### src/design/rc4_pkg.sv
// Shared types and constants of the RC4 stream cipher block.
// Holds the transaction payloads, controller states, and the command and
// status structs between the controller and the datapath. No dependencies.
`default_nettype none

package rc4_pkg;

   // Permutation and byte geometry
   localparam int BYTE_W            = 8;
   localparam int SBOX_DEPTH        = 256;
   localparam int SBOX_AW           = $clog2(SBOX_DEPTH);
   localparam int DEF_MAX_KEY_BYTES = 256;

   // Item kinds
   localparam logic KIND_KEY  = 1'b0;
   localparam logic KIND_DATA = 1'b1;

   typedef logic [BYTE_W-1:0]  byte_type;
   typedef logic [SBOX_AW-1:0] sbox_addr_type;

   typedef struct packed {
      logic     kind;
      byte_type key_byte;
      logic     key_last;
      byte_type data_byte;
      logic     block_end;
   } req_item_type;

   typedef struct packed {
      byte_type out_byte;
      logic     block_end_out;
   } rsp_item_type;

   typedef enum logic [3:0] {
      ST_IDLE,
      ST_DATA_FETCH_J,
      ST_DATA_SWAP_I,
      ST_DATA_SWAP_J,
      ST_DATA_KS,
      ST_DATA_OUT,
      ST_SCHED_READ,
      ST_SCHED_ACC,
      ST_SCHED_SWAP_N,
      ST_SCHED_SWAP_ACC
   } ctrl_state_type;

   // Controller to datapath
   typedef struct packed {
      logic req_ready;
      logic take_key;
      logic sched_start;
      logic take_data;
      logic data_fetch_j;
      logic data_swap_i;
      logic data_swap_j;
      logic data_ks;
      logic load_out;
      logic sched_read;
      logic sched_acc;
      logic sched_swap_n;
      logic sched_swap_acc;
   } ctrl_cmd_type;

   // Datapath to controller
   typedef struct packed {
      logic out_free;
      logic sched_last;
   } ctrl_status_type;

endpackage

`default_nettype wire

### src/design/rc4_ctrl.sv
// Controller state machine of the RC4 block: sequences data bytes and the
// key schedule rounds. Depends on rc4_pkg for states, commands and status.
`default_nettype none

module rc4_ctrl (
   input  wire logic                     clock,
   input  wire logic                     reset,
   input  wire logic                     req_valid,
   input  wire logic                     req_kind,
   input  wire logic                     req_key_last,
   input  wire rc4_pkg::ctrl_status_type status,
   output rc4_pkg::ctrl_cmd_type         cmd
);

   rc4_pkg::ctrl_state_type state_ff;
   rc4_pkg::ctrl_state_type state_in;
   logic                    take;

   assign take = req_valid && (state_ff == rc4_pkg::ST_IDLE);

   // Next state
   always_comb begin
      state_in = state_ff;
      unique case (state_ff)
         rc4_pkg::ST_IDLE: begin
            if (take) begin
               if (req_kind == rc4_pkg::KIND_DATA) begin
                  state_in = rc4_pkg::ST_DATA_FETCH_J;
               end else if (req_key_last) begin
                  state_in = rc4_pkg::ST_SCHED_READ;
               end
            end
         end
         rc4_pkg::ST_DATA_FETCH_J:   state_in = rc4_pkg::ST_DATA_SWAP_I;
         rc4_pkg::ST_DATA_SWAP_I:    state_in = rc4_pkg::ST_DATA_SWAP_J;
         rc4_pkg::ST_DATA_SWAP_J:    state_in = rc4_pkg::ST_DATA_KS;
         rc4_pkg::ST_DATA_KS:        state_in = rc4_pkg::ST_DATA_OUT;
         rc4_pkg::ST_DATA_OUT: begin
            if (status.out_free) begin
               state_in = rc4_pkg::ST_IDLE;
            end
         end
         rc4_pkg::ST_SCHED_READ:     state_in = rc4_pkg::ST_SCHED_ACC;
         rc4_pkg::ST_SCHED_ACC:      state_in = rc4_pkg::ST_SCHED_SWAP_N;
         rc4_pkg::ST_SCHED_SWAP_N:   state_in = rc4_pkg::ST_SCHED_SWAP_ACC;
         rc4_pkg::ST_SCHED_SWAP_ACC: begin
            state_in = status.sched_last ? rc4_pkg::ST_IDLE : rc4_pkg::ST_SCHED_READ;
         end
         default:                    state_in = rc4_pkg::ST_IDLE;
      endcase
   end

   // Commands
   always_comb begin
      cmd = '0;
      unique case (state_ff)
         rc4_pkg::ST_IDLE: begin
            cmd.req_ready   = 1'b1;
            cmd.take_key    = take && (req_kind == rc4_pkg::KIND_KEY);
            cmd.sched_start = take && (req_kind == rc4_pkg::KIND_KEY) && req_key_last;
            cmd.take_data   = take && (req_kind == rc4_pkg::KIND_DATA);
         end
         rc4_pkg::ST_DATA_FETCH_J:   cmd.data_fetch_j   = 1'b1;
         rc4_pkg::ST_DATA_SWAP_I:    cmd.data_swap_i    = 1'b1;
         rc4_pkg::ST_DATA_SWAP_J:    cmd.data_swap_j    = 1'b1;
         rc4_pkg::ST_DATA_KS:        cmd.data_ks        = 1'b1;
         rc4_pkg::ST_DATA_OUT:       cmd.load_out       = status.out_free;
         rc4_pkg::ST_SCHED_READ:     cmd.sched_read     = 1'b1;
         rc4_pkg::ST_SCHED_ACC:      cmd.sched_acc      = 1'b1;
         rc4_pkg::ST_SCHED_SWAP_N:   cmd.sched_swap_n   = 1'b1;
         rc4_pkg::ST_SCHED_SWAP_ACC: cmd.sched_swap_acc = 1'b1;
         default:                    cmd = '0;
      endcase
   end

   // State register
   always_ff @(posedge clock) begin
      if (reset) begin
         state_ff <= rc4_pkg::ST_IDLE;
      end else begin
         state_ff <= state_in;
      end
   end

endmodule

`default_nettype wire

### config.mk
export PLATFORM = sky130hd
export DESIGN_NAME = rc4_ctrl
export DESIGN_NICKNAME = d
export VERILOG_FILES = /design/src/design/rc4_pkg.sv /design/src/design/rc4_ctrl.sv
export SDC_FILE = /design/constraint.sdc
export NUM_CORES = 1
export LEC_CHECK = 0
export BUFFER_PORTS_ARGS = -buffer_cell sky130_fd_sc_hd__buf_2
export CAP_MARGIN = 0
export CORE_AREA = 2 2 39 41
export DETAILED_ROUTE_END_ITERATION = 10
export DIE_AREA = 0 0 41 43
export PLACE_DENSITY = 0.56
export SKIP_CTS_REPAIR_TIMING = 1
export SYNTH_ARGS = -nofsm -noshare
export SYNTH_HDL_FRONTEND = slang
export SYNTH_SLANG_ARGS = --single-unit
### constraint.sdc
create_clock -name clock -period 1.72 [get_ports clock]
set_input_delay 0.344 -clock clock [delete_from_list [all_inputs] [get_ports clock]]
set_output_delay 0.344 -clock clock [all_outputs]
set_load 0.02 [all_outputs]
Yosys cells after proc, flatten, opt, wreduce, memory -nomap -nowiden
Index checks and enable logic that the tools add are counted.
- bits in registers: 4
- output and inout port bits: 13
- word-level logic and storage cells: 36
- eq/ne operators: 12
- muxes and demuxes: 16
- bitwise logic cells: 1
- reduce and logical (&&, ||, !) cells: 6
- operators with widths (operator ; number):
    $pmux 4 s10 ; 1
    $mux 4 ; 5
    $eq 4x3->1 const B ; 4
    $mux 1 ; 9
    $eq 4x2->1 const B ; 2
    $eq 4x4->1 const B ; 2
    $eq 4x1->1 const B ; 1
    $logic_and 1x1->1 ; 4
    $logic_not 4->1 ; 1
    $ne 2x2->1 const B ; 2
    $mux 3 ; 1
    $ne 3x3->1 const B ; 1
    $reduce_and 3->1 ; 1
    $not 1->1 ; 1

Longest topological paths before layout
- word-level depth: 5
- depth in mapped cells: 5
- depth with buffers taken out: 4

Worst setup path after synthesis
OpenSTA, ideal clock, no wires.
- kind: register to output
- start: register state_ff[3]
- end: output cmd[10] in the netlist's numbering
- arrival: 1700 ps
- required time: 1376 ps
- path slack: -324 ps
- stages on the path, launching flop included: 5
- path buffers: 0
- cells stage by stage: dfxtp_1 -> nor4_2 -> nand2_1 -> nor2_1 -> and2_1
- RTL lines (element ; RTL line ; text):
    from (decl) ; rc4_ctrl.sv:15 ; rc4_pkg::ctrl_state_type state_ff;
    from (signal assigned) ; rc4_ctrl.sv:79 ; state_ff <= rc4_pkg::ST_IDLE;
    from (signal assigned) ; rc4_ctrl.sv:81 ; state_ff <= state_in;
    to (decl) ; rc4_ctrl.sv:12 ; output rc4_pkg::ctrl_cmd_type cmd

==> Flow_metrics.wiki <==
{| class="wikitable"
! Metric !! Value
|-
| Outcome || finished, final reports clean
|-
| Number of instances in the synthesized netlist || 58
|-
| Antenna Diode Count || 0
|-
| Total global routing track utilization || 0.1376
|-
| Average routed wire per standard cell || 11.40 um
|-
| Wire length reported by the detailed router || 1.117 mm
|-
| Sequential-to-total area share from yosys stat || 0.2000
|-
| Leading cell type in the layout, fill and taps excluded || sky130_fd_sc_hd__buf_2
|-
| Setup repair after global routing missed its margin || true
|-
| Max-slew violation count || 0
|-
| Synthesized area || 400.4 um2
|-
| Startpoint-to-endpoint class of the critical path || flop to output port
|-
| Residual overflow from global routing || 0
|-
| Post-DP HPWL || 847.6 um
|-
| Effective utilization at floorplan || 0.2893
|-
| Synthesized net count || 65
|-
| Power per Cell Area || 1198 mW/mm2
|-
| Via Count || 498
|-
| Clock skew after layout || 0.0007160 ns
|-
| Highest routed metal layer || met3
|-
| Hold Crit Class || primary input to flop
|-
| Via-per-instance ratio || 5.082
|-
| Maximum number of pins on one net before global-route repair || 14
|-
| Critical path required time || 1.38 ns
|-
| Fin cells || 98
|-
| Standard cell core area || 0.001384 mm2
|-
| Seq cells post-synth || 4
|-
| Share of post-route cells with drive strength above 1 || 0.4878
|-
| Total of endpoints with negative setup slack in the final report || 0
|-
| Critical Path Fanout Max || 3
|-
| Post-route minimum period || 1.685 ns
|-
| Largest area contributor in the netlist || sky130_fd_sc_hd__dfxtp_1
|-
| Average footprint of a synthesized cell || 6.903 um2
|-
| Detailed-router iteration count before antenna repair || 4
|-
| Pleak || 0.0002909 uW
|-
| Die H || 43 um
|-
| Async set-or-reset flop fraction in the synthesized netlist || 0
|-
| Top achievable clock speed || 593.6 MHz
|-
| Clk sinks || 4
|-
| Deepest level of the CTS H-tree || 1
|-
| Post-layout nets || 91
|-
| Warning count from the yosys run || 0
|-
| Largest reg by FF count || state_ff
|-
| Transition time at the pin with the least slew margin || 0.2997 ns
|-
| Endpoint type of the worst setup path || output port
|-
| Number of buffers inserted during clock tree synthesis || 3
|-
| Dominant synthesized flop cell || sky130_fd_sc_hd__dfxtp_1
|-
| CTS Root Buffer Type || sky130_fd_sc_hd__clkbuf_4
|-
| Arrival time at the worst endpoint || 1.34 ns
|-
| Cell area reported after detailed placement || 530.5 um2
|-
| Later-pin clock latency in the skew report || 0.23 ns
|-
| WL met3 || 96 um
|-
| Port bufs || 19
|-
| Flip-flop count of the largest register after layout || 4
|-
| Post-CTS clock slew at the launch and capture registers of the worst setup and hold paths || 0.04 ns
|-
| Detailed route wirelength on metal2 || 495 um
|-
| Post-synth EDFFs || 0
|-
| Fraction of synthesized cell area taken by the top area cell type || 0.2000
|-
| Total Die Area || 0.001763 mm2
|-
| Worst slew margin relative to its limit || 0.7990
|-
| Buffers from clock root to sink, at most || 2
|-
| Post-route ant nets || 0
|-
| Global-route wire length before repair || 1.662 mm
|-
| Ports || 20
|-
| Layout-stage area growth over the synthesis result || 49.69%
|-
| Gpl congestion || 0.8521
|-
| Maximum VDD drop || 666.7 uV
|-
| Top post-synthesis cells by area || sky130_fd_sc_hd__dfxtp_1 (20%), sky130_fd_sc_hd__nor2_1 (12%), sky130_fd_sc_hd__nor3_1 (6.3%)
|-
| Vias in the first global route || 381
|-
| Initial antenna violation count || 0
|-
| Commonest cells after routing, fill and taps aside || sky130_fd_sc_hd__buf_2 (17), sky130_fd_sc_hd__nor2_1 (12), sky130_fd_sc_hd__buf_4 (6)
|-
| Final worst-path cycle share || 0.9794
|-
| Iteration-0 DRC count of the detailed router || 27
|-
| CP startpoint kind || flop
|-
| Post-synth cell types || 27
|-
| Clock tree from TritonCTS || built
|-
| Horizontal die dimension || 41 um
|-
| Post-route DRC violation count || 0
|-
| Max-Cap Viols || 0
|-
| Num rows || 14
|-
| Total placed cells including tap cells || 93
|-
| Met1 wire length || 525 um
|-
| Final Hold Fails || 0
|-
| Post-route design area || 599.3 um2
|-
| Registers with the most flip-flops || state_ff (4)
|}
[power by group]
group / switching [uW] / internal (uW)
Sequential: 41.5 / 118
Clock: 36.0 / 77.9
Combinational: 243 / 202
Total: 321 / 397
[routing by layer]
| layer | track usage | vias to the layer above |
|---|---|---|
| met2 | 0.1781 | 24 |
| met5 | 0 | - |
| met4 | 0.08000 | 0 |
| met1 | 0.2090 | 221 |
| li1 | - | 253 |
| met3 | 0.01571 | 0 |
[worst max-delay path, stage by stage, from the launching register on]
cell and delay (ns):
sky130_fd_sc_hd__dfxtp_4 0.35, sky130_fd_sc_hd__nor4_4 0.30, sky130_fd_sc_hd__buf_4 0.17, sky130_fd_sc_hd__and3_4 0.18, sky130_fd_sc_hd__buf_6 0.11
[final timing paths]
path / startpoint / endpoint / slack (ns) / cells after the start
setup / recovery: state_ff[2] / cmd[9] / 0.04 / 4
hold / removal: reset / state_ff[2] / 0.32 / 2
setup reg to reg: state_ff[2] / state_ff[0] / 0.24 / 5
hold reg to reg: state_ff[0] / state_ff[1] / 0.72 / 3
[synthesized netlist by cell type, types with 2 or more instances]
| cell type | n |
|---|---|
| sky130_fd_sc_hd__dfxtp_1 | 4 |
| sky130_fd_sc_hd__inv_1 | 2 |
| sky130_fd_sc_hd__a21oi_1 | 2 |
| sky130_fd_sc_hd__o21ai_0 | 3 |
| sky130_fd_sc_hd__o22ai_1 | 3 |
| sky130_fd_sc_hd__buf_2 | 2 |
| sky130_fd_sc_hd__nand2_1 | 3 |
| sky130_fd_sc_hd__nand2b_1 | 3 |
| sky130_fd_sc_hd__nor3_1 | 5 |
| sky130_fd_sc_hd__nor2_1 | 13 |
| sky130_fd_sc_hd__buf_6 | 2 |
[cell families after synthesis]
family	Yosys count	synth area share
buf+inv	6	0.1000
simple gates	36	0.5094
compound gates	12	0.1906
flops	4	0.2000
[per-stage QoR]
stage / hold WS [ns] / TNS [ns] / power (uW) / utilization / setup slack (ns)
after CTS: 0.3198 / -0.07023 / 667.0 / 0.3996 / -0.04799
final: 0.3188 / 0 / 718.1 / 0.4331 / 0.03545
after detailed placement: 0.5610 / 0 / 550.7 / 0.3834 / 0.1880
after global routing: 0.3159 / -0.08853 / 775.7 / 0.4331 / -0.04615
after floorplan: 0.4137 / 0 / 436.1 / - / 0.02247
after global placement: 0.5570 / 0 / 549.9 / 0.3834 / 0.1906
[area by class of cell]
cell class              count  area, um2
well taps                  16      20.02
inverters                   2      7.507
repair buffers             25      152.6
fillers                   142      784.5
clock buffers               3      22.52
flip-flops and latches      4      85.08
multi-input cells          48      311.5
Note: power is estimated with default switching activity, not from simulation.
