### config.mk
export PLATFORM = sky130hd
export DESIGN_NAME = rc4_datapath
export DESIGN_NICKNAME = d
export VERILOG_FILES = /design/src/design/rc4_pkg.sv /design/src/design/rc4_datapath.sv
export SDC_FILE = /design/constraint.sdc
export NUM_CORES = 2
export LEC_CHECK = 0
export BUFFER_PORTS_ARGS = -buffer_cell sky130_fd_sc_hd__buf_2
export CORE_MARGIN = 2
export CORE_UTILIZATION = 34
export DETAILED_ROUTE_END_ITERATION = 16
export PLACE_DENSITY = 0.48
export SLEW_MARGIN = 20
export SYNTH_ARGS = -nofsm -noshare
export SYNTH_HDL_FRONTEND = slang
export SYNTH_SLANG_ARGS = --single-unit
### constraint.sdc
create_clock -name clock -period 5.9 [get_ports clock]
set_input_delay 0.295 -clock clock [delete_from_list [all_inputs] [get_ports clock]]
set_output_delay 0.295 -clock clock [all_outputs]
set_load 0.05 [all_outputs]
### src/design/rc4_pkg.sv
// Shared types and constants of the RC4 stream cipher block.
// Holds the transaction payloads, controller states, and the command and
// status structs between the controller and the datapath. No dependencies.
`default_nettype none

package rc4_pkg;

   // Permutation and byte geometry
   localparam int BYTE_W            = 8;
   localparam int SBOX_DEPTH        = 256;
   localparam int SBOX_AW           = $clog2(SBOX_DEPTH);
   localparam int DEF_MAX_KEY_BYTES = 256;

   // Item kinds
   localparam logic KIND_KEY  = 1'b0;
   localparam logic KIND_DATA = 1'b1;

   typedef logic [BYTE_W-1:0]  byte_type;
   typedef logic [SBOX_AW-1:0] sbox_addr_type;

   typedef struct packed {
      logic     kind;
      byte_type key_byte;
      logic     key_last;
      byte_type data_byte;
      logic     block_end;
   } req_item_type;

   typedef struct packed {
      byte_type out_byte;
      logic     block_end_out;
   } rsp_item_type;

   typedef enum logic [3:0] {
      ST_IDLE,
      ST_DATA_FETCH_J,
      ST_DATA_SWAP_I,
      ST_DATA_SWAP_J,
      ST_DATA_KS,
      ST_DATA_OUT,
      ST_SCHED_READ,
      ST_SCHED_ACC,
      ST_SCHED_SWAP_N,
      ST_SCHED_SWAP_ACC
   } ctrl_state_type;

   // Controller to datapath
   typedef struct packed {
      logic req_ready;
      logic take_key;
      logic sched_start;
      logic take_data;
      logic data_fetch_j;
      logic data_swap_i;
      logic data_swap_j;
      logic data_ks;
      logic load_out;
      logic sched_read;
      logic sched_acc;
      logic sched_swap_n;
      logic sched_swap_acc;
   } ctrl_cmd_type;

   // Datapath to controller
   typedef struct packed {
      logic out_free;
      logic sched_last;
   } ctrl_status_type;

endpackage

`default_nettype wire

### src/design/rc4_datapath.sv
// Datapath of the RC4 block: permutation memory with per-entry valid bits,
// key buffer, indices, and the response output register.
// Depends on rc4_pkg for payload, command and status types.
`default_nettype none

module rc4_datapath #(
   parameter int MAX_KEY_BYTES = rc4_pkg::DEF_MAX_KEY_BYTES
) (
   input  wire logic                     clock,
   input  wire logic                     reset,
   input  wire rc4_pkg::ctrl_cmd_type    cmd,
   output rc4_pkg::ctrl_status_type      status,
   input  wire rc4_pkg::req_item_type    req_item,
   input  wire logic                     rsp_ready,
   output logic                          rsp_valid,
   output rc4_pkg::rsp_item_type         rsp_item
);

   localparam int KIDX_W = (MAX_KEY_BYTES > 1) ? $clog2(MAX_KEY_BYTES) : 1;
   localparam int CNT_W  = $clog2(MAX_KEY_BYTES + 1);
   localparam int EXT_W  = CNT_W + 1;

   // Permutation memory and its read port
   rc4_pkg::byte_type              sbox_mem [rc4_pkg::SBOX_DEPTH];
   logic [rc4_pkg::SBOX_DEPTH-1:0] sbox_vld_ff;
   rc4_pkg::byte_type              sbox_rd_ff;
   rc4_pkg::sbox_addr_type         sbox_raddr_ff;
   logic                           sbox_rd_vld_ff;
   rc4_pkg::byte_type              rd_val;

   logic                           sbox_re;
   rc4_pkg::sbox_addr_type         sbox_raddr;
   logic                           sbox_we;
   rc4_pkg::sbox_addr_type         sbox_waddr;
   rc4_pkg::byte_type              sbox_wdata;

   // Indices and working values
   rc4_pkg::sbox_addr_type         first_index_ff;
   rc4_pkg::sbox_addr_type         first_index_in;
   rc4_pkg::sbox_addr_type         second_index_ff;
   rc4_pkg::sbox_addr_type         second_index_in;
   rc4_pkg::sbox_addr_type         acc_ff;
   rc4_pkg::sbox_addr_type         acc_in;
   rc4_pkg::byte_type              a_ff;
   rc4_pkg::byte_type              b_ff;
   rc4_pkg::sbox_addr_type         j_sum;
   rc4_pkg::sbox_addr_type         acc_sum;
   rc4_pkg::byte_type              data_ff;
   logic                           block_end_ff;

   // Key buffer
   rc4_pkg::byte_type              key_mem [MAX_KEY_BYTES];
   rc4_pkg::byte_type              key_rd_ff;
   logic [CNT_W-1:0]               key_count_ff;
   logic [CNT_W-1:0]               key_count_in;
   logic [CNT_W-1:0]               key_len_ff;
   logic [KIDX_W-1:0]              kidx_ff;
   logic [KIDX_W-1:0]              kidx_in;
   logic [EXT_W-1:0]               kidx_next;
   logic                           key_full;

   // Output register
   logic                           out_valid_ff;
   rc4_pkg::rsp_item_type          out_item_ff;

   // An entry not written since the last schedule holds its own index
   assign rd_val  = sbox_rd_vld_ff ? sbox_rd_ff : rc4_pkg::BYTE_W'(sbox_raddr_ff);
   assign j_sum   = second_index_ff + rc4_pkg::SBOX_AW'(rd_val);
   assign acc_sum = acc_ff + rc4_pkg::SBOX_AW'(rd_val) + rc4_pkg::SBOX_AW'(key_rd_ff);

   assign key_full  = (key_count_ff == CNT_W'(MAX_KEY_BYTES));
   assign kidx_next = EXT_W'(kidx_ff) + EXT_W'(1);

   // Select the permutation read and write for this step
   always_comb begin
      sbox_re    = 1'b0;
      sbox_raddr = first_index_ff;
      sbox_we    = 1'b0;
      sbox_waddr = first_index_ff;
      sbox_wdata = rd_val;
      if (cmd.take_data) begin
         sbox_re    = 1'b1;
         sbox_raddr = first_index_ff + rc4_pkg::SBOX_AW'(1);
      end else if (cmd.data_fetch_j) begin
         sbox_re    = 1'b1;
         sbox_raddr = j_sum;
      end else if (cmd.data_swap_i) begin
         sbox_we    = 1'b1;
         sbox_waddr = first_index_ff;
         sbox_wdata = rd_val;
      end else if (cmd.data_swap_j) begin
         sbox_we    = 1'b1;
         sbox_waddr = second_index_ff;
         sbox_wdata = a_ff;
      end else if (cmd.data_ks) begin
         sbox_re    = 1'b1;
         sbox_raddr = rc4_pkg::SBOX_AW'(a_ff + b_ff);
      end else if (cmd.sched_read) begin
         sbox_re    = 1'b1;
         sbox_raddr = first_index_ff;
      end else if (cmd.sched_acc) begin
         sbox_re    = 1'b1;
         sbox_raddr = acc_sum;
      end else if (cmd.sched_swap_n) begin
         sbox_we    = 1'b1;
         sbox_waddr = first_index_ff;
         sbox_wdata = rd_val;
      end else if (cmd.sched_swap_acc) begin
         sbox_we    = 1'b1;
         sbox_waddr = acc_ff;
         sbox_wdata = a_ff;
      end
   end

   // Permutation memory
   always_ff @(posedge clock) begin
      if (sbox_we) begin
         sbox_mem[sbox_waddr] <= sbox_wdata;
      end
      if (sbox_re) begin
         sbox_rd_ff    <= sbox_mem[sbox_raddr];
         sbox_raddr_ff <= sbox_raddr;
      end
   end

   // Valid bits: drop all at schedule start, mark each entry as written
   always_ff @(posedge clock) begin
      if (reset) begin
         sbox_vld_ff    <= '0;
         sbox_rd_vld_ff <= 1'b0;
      end else begin
         if (cmd.sched_start) begin
            sbox_vld_ff <= '0;
         end else if (sbox_we) begin
            sbox_vld_ff[sbox_waddr] <= 1'b1;
         end
         if (sbox_re) begin
            sbox_rd_vld_ff <= sbox_vld_ff[sbox_raddr];
         end
      end
   end

   // Next index values
   always_comb begin
      first_index_in  = first_index_ff;
      second_index_in = second_index_ff;
      acc_in          = acc_ff;
      if (cmd.sched_start) begin
         first_index_in  = '0;
         second_index_in = '0;
         acc_in          = '0;
      end
      if (cmd.take_data || cmd.sched_swap_acc) begin
         first_index_in = first_index_ff + rc4_pkg::SBOX_AW'(1);
      end
      if (cmd.data_fetch_j) begin
         second_index_in = j_sum;
      end
      if (cmd.sched_acc) begin
         acc_in = acc_sum;
      end
   end

   // Hold indices
   always_ff @(posedge clock) begin
      if (reset) begin
         first_index_ff  <= '0;
         second_index_ff <= '0;
      end else begin
         first_index_ff  <= first_index_in;
         second_index_ff <= second_index_in;
      end
   end

   // Working values and the pending data transaction
   always_ff @(posedge clock) begin
      acc_ff <= acc_in;
      if (cmd.data_fetch_j || cmd.sched_acc) begin
         a_ff <= rd_val;
      end
      if (cmd.data_swap_i) begin
         b_ff <= rd_val;
      end
      if (cmd.take_data) begin
         data_ff      <= req_item.data_byte;
         block_end_ff <= req_item.block_end;
      end
   end

   // Key count: advance per stored byte, clear when the schedule starts
   always_comb begin
      key_count_in = key_count_ff;
      if (cmd.sched_start) begin
         key_count_in = '0;
      end else if (cmd.take_key && !key_full) begin
         key_count_in = key_count_ff + CNT_W'(1);
      end
   end

   // Key position: cycle through the stored key
   always_comb begin
      kidx_in = kidx_ff;
      if (cmd.sched_start) begin
         kidx_in = '0;
      end else if (cmd.sched_swap_acc) begin
         if (kidx_next == EXT_W'(key_len_ff)) begin
            kidx_in = '0;
         end else begin
            kidx_in = kidx_next[KIDX_W-1:0];
         end
      end
   end

   always_ff @(posedge clock) begin
      if (reset) begin
         key_count_ff <= '0;
      end else begin
         key_count_ff <= key_count_in;
      end
   end

   // Key buffer; bytes beyond its depth are dropped
   always_ff @(posedge clock) begin
      kidx_ff <= kidx_in;
      if (cmd.take_key && !key_full) begin
         key_mem[key_count_ff[KIDX_W-1:0]] <= req_item.key_byte;
      end
      if (cmd.sched_start) begin
         key_len_ff <= key_full ? key_count_ff : key_count_ff + CNT_W'(1);
      end
      if (cmd.sched_read) begin
         key_rd_ff <= key_mem[kidx_ff];
      end
   end

   // Output register
   always_ff @(posedge clock) begin
      if (reset) begin
         out_valid_ff <= 1'b0;
      end else if (cmd.load_out) begin
         out_valid_ff <= 1'b1;
      end else if (rsp_ready) begin
         out_valid_ff <= 1'b0;
      end
   end

   always_ff @(posedge clock) begin
      if (cmd.load_out) begin
         out_item_ff.out_byte      <= data_ff ^ rd_val;
         out_item_ff.block_end_out <= block_end_ff;
      end
   end

   assign rsp_valid         = out_valid_ff;
   assign rsp_item          = out_item_ff;
   assign status.out_free   = !out_valid_ff || rsp_ready;
   assign status.sched_last = (first_index_ff == rc4_pkg::SBOX_AW'(rc4_pkg::SBOX_DEPTH - 1));

endmodule

`default_nettype wire

### After elaboration in Yosys (flattened, before gate mapping)

Memories as Yosys holds them, arrays and structs flattened. A register that Yosys moved wholly into a read port is not among the register bits.
Index checks and enable logic that the tools add are counted.

* logic and storage cells: 103
* memories kept: 2
* bits in writable memories: 4096
* output and inout port bits: 12
* flip-flop bits (word level): 350

* eq/ne operators: 3
* reduce and logical (&&, ||, !) cells: 12
* magnitude comparators: 3
* bitwise logic cells: 2
* $add $sub $neg: 7
* multiplexer cells: 58

Memory list
* key_mem: words 256, bits a word 8, read ports 1, clocked after Yosys merged registers in 1, write ports 1, RTL line rc4_datapath.sv:52 `rc4_pkg::byte_type key_mem [MAX_KEY_BYTES];`
* sbox_mem: words 256, bits a word 8, read ports 1, clocked after Yosys merged registers in 1, write ports 1, RTL line rc4_datapath.sv:24 `rc4_pkg::byte_type sbox_mem [rc4_pkg::SBOX_DEPTH];`

Operator list (number)
* $or 256x256->256: 1
* $mux 8: 31
* $add 8x8->8: 4
* $mux 1: 24
* $lt 8x9->1 const B: 2
* $add 8x1->9 const B: 1
* $add 9x1->9 const B: 1
* $eq 9x9->1: 1
* $eq 9x9->1 const B: 1
* $mux 9: 1
* $add 8x1->8 const B: 1
* $bmux 1 s8: 1
* $demux 1 s8: 1
* $eq 8x8->1 const B: 1
* $ge 8x1->1 const B: 1
* $reduce_bool 2->1: 4
* $xor 8x8->8: 1
* $logic_or 1x1->1: 3
* $logic_and 1x1->1: 2
* $logic_not 1->1: 2
* $reduce_or 2->1: 1

### Logic depth before layout (Yosys ltp)

* depth after elaboration: 14
* gate-level depth with buffers: 21

### Worst setup path before layout

No wires, ideal clock.

* kind: register to register
* start point: register sbox_rd_vld_ff
* end point: register sbox_rd_ff[0] (read register of sbox_mem) (data pin)
* setup time: 0.272 ns
* arrival time: 4.409 ns
* clock period less this slack: 4.681 ns
* cell stages (with the launch flop): 20
* setup slack: 1.219 ns
* buffers on the path: 4
* cell sequence: dfxtp_1 > buf_2 > mux2_2 > fa_1 > ha_1 > fa_1 > a211oi_1 > o21bai_1 > a21oi_1 > xnor2_1 > a2bb2oi_1 > o221ai_1 > and2_1 > buf_2 > inv_1 > buf_2 > buf_1 > nand2_1 > o32ai_1 > nor4b_2

* longest elaborated chain between the ends: 10

RTL lines
* start, declared: RTL line rc4_datapath.sv:28 `logic sbox_rd_vld_ff;`
* start signal, assigned: RTL line rc4_datapath.sv:138 `sbox_rd_vld_ff <= sbox_vld_ff[sbox_raddr];`
* $mux 8 (*): RTL line rc4_datapath.sv:67 `assign rd_val = sbox_rd_vld_ff ? sbox_rd_ff : rc4_pkg::BYTE_W'(sbox_raddr_ff);`
* via rd_val[0]: RTL line rc4_datapath.sv:29 `rc4_pkg::byte_type rd_val;`
* $add 8x8->8 (2 in a row): RTL line rc4_datapath.sv:69 `assign acc_sum = acc_ff + rc4_pkg::SBOX_AW'(rd_val) + rc4_pkg::SBOX_AW'(key_rd_ff);`
* $mux 8: RTL line rc4_datapath.sv:101 `end else if (cmd.sched_acc) begin`
* $mux 8: RTL line rc4_datapath.sv:98 `end else if (cmd.sched_read) begin`
* $mux 8: RTL line rc4_datapath.sv:95 `end else if (cmd.data_ks) begin`
* $mux 8: RTL line rc4_datapath.sv:91 `end else if (cmd.data_swap_j) begin`
* $mux 8: RTL line rc4_datapath.sv:87 `end else if (cmd.data_swap_i) begin`
* $mux 8 (*): RTL line rc4_datapath.sv:84 `end else if (cmd.data_fetch_j) begin`
* $mux 8 (*): RTL line rc4_datapath.sv:81 `if (cmd.take_data) begin`
* via sbox_raddr[7]: RTL line rc4_datapath.sv:32 `rc4_pkg::sbox_addr_type sbox_raddr;`
* end, declared: RTL line rc4_datapath.sv:26 `rc4_pkg::byte_type sbox_rd_ff;`

The timed path passes the listed nets; every way through them passes the cells marked *.
A chain may end at the register's enable or synchronous reset.

### Worst setup path after layout

* start point: register sbox_rd_vld_ff
* end point: register sbox_rd_ff[2] (read register of sbox_mem) (data pin)

* longest elaborated chain between the ends: 10

RTL lines (RTL line)
* $mux 8 (*): rc4_datapath.sv:67
* via rd_val[2]: rc4_datapath.sv:29
* $add 8x8->8 (2 in a row): rc4_datapath.sv:69
* $mux 8: rc4_datapath.sv:101
* $mux 8: rc4_datapath.sv:98
* $mux 8: rc4_datapath.sv:95
* $mux 8: rc4_datapath.sv:91
* $mux 8: rc4_datapath.sv:87
* $mux 8 (*): rc4_datapath.sv:84
* $mux 8 (*): rc4_datapath.sv:81

Marked as above.

==> Flow_metrics.wiki <==
{| class="wikitable"
! Metric !! Value
|-
| Post-route antenna net violation count || 0
|-
| Final WL || 504000 um
|-
| Synthesized netlist net count || 10736
|-
| Stages on the worst setup path || 15
|-
| Routed WL per cell || 27.4 um
|-
| Number of clock buffers inserted by TritonCTS || 454
|-
| Relative area change from synthesis to final layout || 15.1%
|-
| Count of final max-slew check failures || 0
|-
| Met3 routed wirelength || 26600 um
|-
| Vias per inst || 5.30
|-
| Critical path's slowest cell || sky130_fd_sc_hd__a221oi_1
|-
| H-tree levels || 5
|-
| Critical path arrival || 6.50 ns
|-
| Number of clock sinks || 4462
|-
| Post-route met1 wirelength || 218000 um
|-
| Source of the worst register-to-register timing path || sbox_rd_vld_ff
|-
| Critical path capture point || sbox_rd_ff[2]
|-
| Number of port buffers || 43
|-
| Final weighted congestion of routability-driven global placement || 0.845
|-
| Count of buffer and inverter cells on the critical path || 2
|-
| Power per Cell Area || 409 nW/um^2
|-
| Worst relative slew slack || 0.210
|-
| Prevailing post-synth register cell || sky130_fd_sc_hd__edfxtp_1
|-
| Critical path endpoint category || flop
|-
| RSZ-0062 raised after global routing || true
|-
| Fraction of synthesized cell area taken by the top area cell type || 0.708
|-
| Proportion of register bits with asynchronous set or reset after synthesis || 0
|-
| Dpl cells || 17486
|-
| Endpoint of the lowest-slack register-to-register path || sbox_rd_ff[2]
|-
| Number of unique standard cell types used by synthesis || 77
|-
| Number of nets in the finished design || 11137
|-
| Number of setup violations in the final report || 0
|-
| Num rows || 264
|-
| Remaining design rule violation count || 0
|-
| Highest Signal Layer || met5
|-
| Most used standard cells in the synthesized netlist || sky130_fd_sc_hd__edfxtp_1, sky130_fd_sc_hd__nand2_1, sky130_fd_sc_hd__nand3_1, sky130_fd_sc_hd__mux4_2, sky130_fd_sc_hd__nor2_1
|-
| Required time of the critical path || 6.62 ns
|-
| FF-to-FF path depth || 15
|-
| Floorplan die area || 526000 sq um
|-
| Power after layout || 83.3 mW
|-
| Worst supply voltage drop on vdd || 0.328 mV
|-
| Longest individual stage delay on the worst path || 0.84 ns
|-
| Most common cell in the netlist || sky130_fd_sc_hd__edfxtp_1
|-
| Met2 wire length || 245000 um
|-
| Flop-to-flop setup slack || 0.12 ns
|-
| Fraction of final layout cells with drive strength greater than 1 || 0.184
|-
| Final global-route overflow total || 0
|-
| Run status || complete, no violations
|-
| Cell count after synthesis || 10665
|-
| Number of buffers on the longest clock path || 4
|-
| First-pass DRT Iterations || 5
|-
| Clock tree from TritonCTS || yes
|-
| Largest fanout on the critical path || 42
|-
| Starting utilization of the core area || 0.342
|-
| Largest area contributor in the synthesized netlist || sky130_fd_sc_hd__edfxtp_1
|-
| Leakage power figure || 64.9 nW
|-
| Die width || 725 um
|-
| Sequential element share of the synthesized area || 0.741
|-
| Setup bufs post-CTS || 0
|-
| Total track usage || 0.186
|-
| Cell breakdown of the critical path || buf_4, mux2_2, fa_1, ha_1, a211oi_1, nor3b_1, o31ai_1, a41oi_4, inv_6, a311oi_1, a311oi_1, a31oi_1, mux2_2, a221oi_1, nor4b_2
|-
| Worst Setup SP || sbox_rd_vld_ff
|-
| Total standard cell area after synthesis || 177000 sq um
|-
| Number of violations of the max-capacitance limit || 0
|-
| Smallest hold slack || 0.0130 ns
|-
| Worst Setup Start Kind || flop
|-
| IO Pins || 47
|-
| Cell types occupying the most area after synthesis || sky130_fd_sc_hd__edfxtp_1, sky130_fd_sc_hd__mux4_2, sky130_fd_sc_hd__nand2_1
|-
| Flip-flop and latch count after synthesis || 4462
|-
| Post-DP HPWL || 306000 um
|-
| Total number of vias || 97364
|-
| Initial DRC Count || 9363
|-
| F_max || 0.173 GHz
|-
| Min-Delay Path Class || primary input to flop
|-
| Clock-pin transition on the worst setup and hold timing paths || 0.06 ns
|-
| Mean Syn Cell Area || 16.6 sq um
|-
| EDFF count, synth || 4171
|-
| Worst Setup Path Type || flop to flop
|-
| Ys Warns || 0
|-
| Pin count of the biggest net entering global routing || 191
|-
| Tcrit/Tclk final || 0.980
|-
| Layout Cells excl Fill || 18375
|-
| Core region area || 518000 sq um
|-
| Crit-path leading delay family || compound AO/OA/AOI/OAI gates
|-
| Hold Violations, Final || 0
|-
| Vias in the first global route || 97615
|-
| Vertical extent of the die || 725 um
|-
| Post-Route Skew || 0.0414 ns
|-
| Number of antenna violations at the first check in global routing || 29
|-
| Global-route wire length before repair || 723000 um
|-
| CTS Root Cell || sky130_fd_sc_hd__clkbuf_16
|-
| Least-Margin Pin Slew || 1.19 ns
|-
| Fin util || 0.393
|-
| Clock latency on the worst-skew pair || 1.03 ns
|-
| Fin crit period || 5.78 ns
|}
## how the worst min path moves through the flow
stage                       from              end  slack, ns  cells past startpoint
floorplan            req_item[0]     block_end_ff       0.39                      0
global placement    block_end_ff      rsp_item[0]       0.40                      0
detailed placement  block_end_ff      rsp_item[0]       0.43                      0
CTS                 req_item[10]  key_mem[116][0]      0.008                      1
global route        req_item[12]  key_mem[127][2]       0.04                      1
finish              req_item[12]  key_mem[127][2]       0.01                      1
## logic make-up (layout without fill, tap and decap cells)
family,count (synthesis),count (layout),synth area share
buffers and inverters,781,1569,0.0183
other,0,6,0
muxes,1101,1101,0.115
and+or+nand+nor,3212,3212,0.0774
adders and majority gates,36,36,0.00297
xor gates and xnor gates,56,56,0.00277
AOI/OAI and AO/OA,1017,1017,0.0429
DFF,4462,4462,0.741
## placed cells by master, fill, tap and decap left out, types with 20 or more instances in the layout
cell type,n
sky130_fd_sc_hd__a22oi_1,21
sky130_fd_sc_hd__nand2_1,1603
sky130_fd_sc_hd__o21a_1,258
sky130_fd_sc_hd__ha_1,26
sky130_fd_sc_hd__clkinv_1,92
sky130_fd_sc_hd__clkinv_2,64
sky130_fd_sc_hd__buf_2,35
sky130_fd_sc_hd__a21oi_1,121
sky130_fd_sc_hd__mux2_2,20
sky130_fd_sc_hd__nor2b_1,26
sky130_fd_sc_hd__dlygate4sd3_1,36
sky130_fd_sc_hd__buf_12,80
sky130_fd_sc_hd__bufinv_16,25
sky130_fd_sc_hd__a311oi_1,174
sky130_fd_sc_hd__xor2_1,26
sky130_fd_sc_hd__mux4_2,741
sky130_fd_sc_hd__mux2i_1,331
sky130_fd_sc_hd__nor2_1,585
sky130_fd_sc_hd__a211oi_1,120
sky130_fd_sc_hd__o21ai_0,37
sky130_fd_sc_hd__a221oi_1,35
sky130_fd_sc_hd__clkbuf_8,32
sky130_fd_sc_hd__clkbuf_1,136
sky130_fd_sc_hd__buf_4,500
sky130_fd_sc_hd__dfxtp_1,285
sky130_fd_sc_hd__inv_1,57
sky130_fd_sc_hd__edfxtp_1,4171
sky130_fd_sc_hd__a32oi_1,29
sky130_fd_sc_hd__and3_1,99
sky130_fd_sc_hd__xnor2_1,30
sky130_fd_sc_hd__a31oi_1,80
sky130_fd_sc_hd__nand3_1,757
sky130_fd_sc_hd__clkbuf_16,467
## per-stage QoR
stage / worst slack, ns / setup TNS (ns) / area [sq um]
floorplan: 1.22 / 0 / 177000
global placement: -0.506 / -0.562 / 189000
detailed placement: -0.322 / -0.412 / 189000
CTS: 0.0240 / 0 / 203000
global route: -0.0682 / -0.0682 / 204000
finish: 0.119 / 0 / 204000
## power breakdown
| group | switching, mW | leakage [nW] | internal (mW) |
|---|---|---|---|
| Sequential | 0.152 | 40.1 | 37.5 |
| Combinational | 12.3 | 17.8 | 5.20 |
| Clock | 12.2 | 6.99 | 15.9 |
| Total | 24.7 | 64.9 | 58.6 |
## area by class of cell
cell class	instances	area (sq um)
Tap cell	6916	8650
Inverter	62	268
Antenna cell	6	15.0
Fill cell	47194	314000
Multi-Input combinational cell	5422	43000
Timing Repair Buffer	664	6120
Sequential cell	4462	131000
Clock inverter	216	1890
Clock buffer	627	12500
## layer usage
layer  vias to the layer above  track usage
met5                         -            0
met4                         4       0.0497
met3                       717       0.0217
met2                      2899        0.311
met1                     51305        0.259
li1                      42439            -
## sequential cells by signal, indices dropped and copies added, names as in the netlist
register / flops
a_ff: 8
sbox_mem: 2048
data_ff: 8
sbox_rd_ff: 8
sbox_vld_ff: 256
rsp_valid: 1
sbox_rd_vld_ff: 1
acc_ff: 8
key_len_ff: 9
rsp_item: 9
key_rd_ff: 8
kidx_ff: 8
block_end_ff: 1
first_index_ff: 8
key_mem: 2048
key_count_ff: 9
second_index_ff: 8
b_ff: 8
sbox_raddr_ff: 8
## timing repair
action / in CTS / in global routing
gates resized for setup: 4 / 4
setup endpoints to repair: 2 / 3
pin swaps: 0 / 0
hold buffers: 35 / 1
hold endpoints to repair: 347 / 48
(Power assumes the default switching activity.)
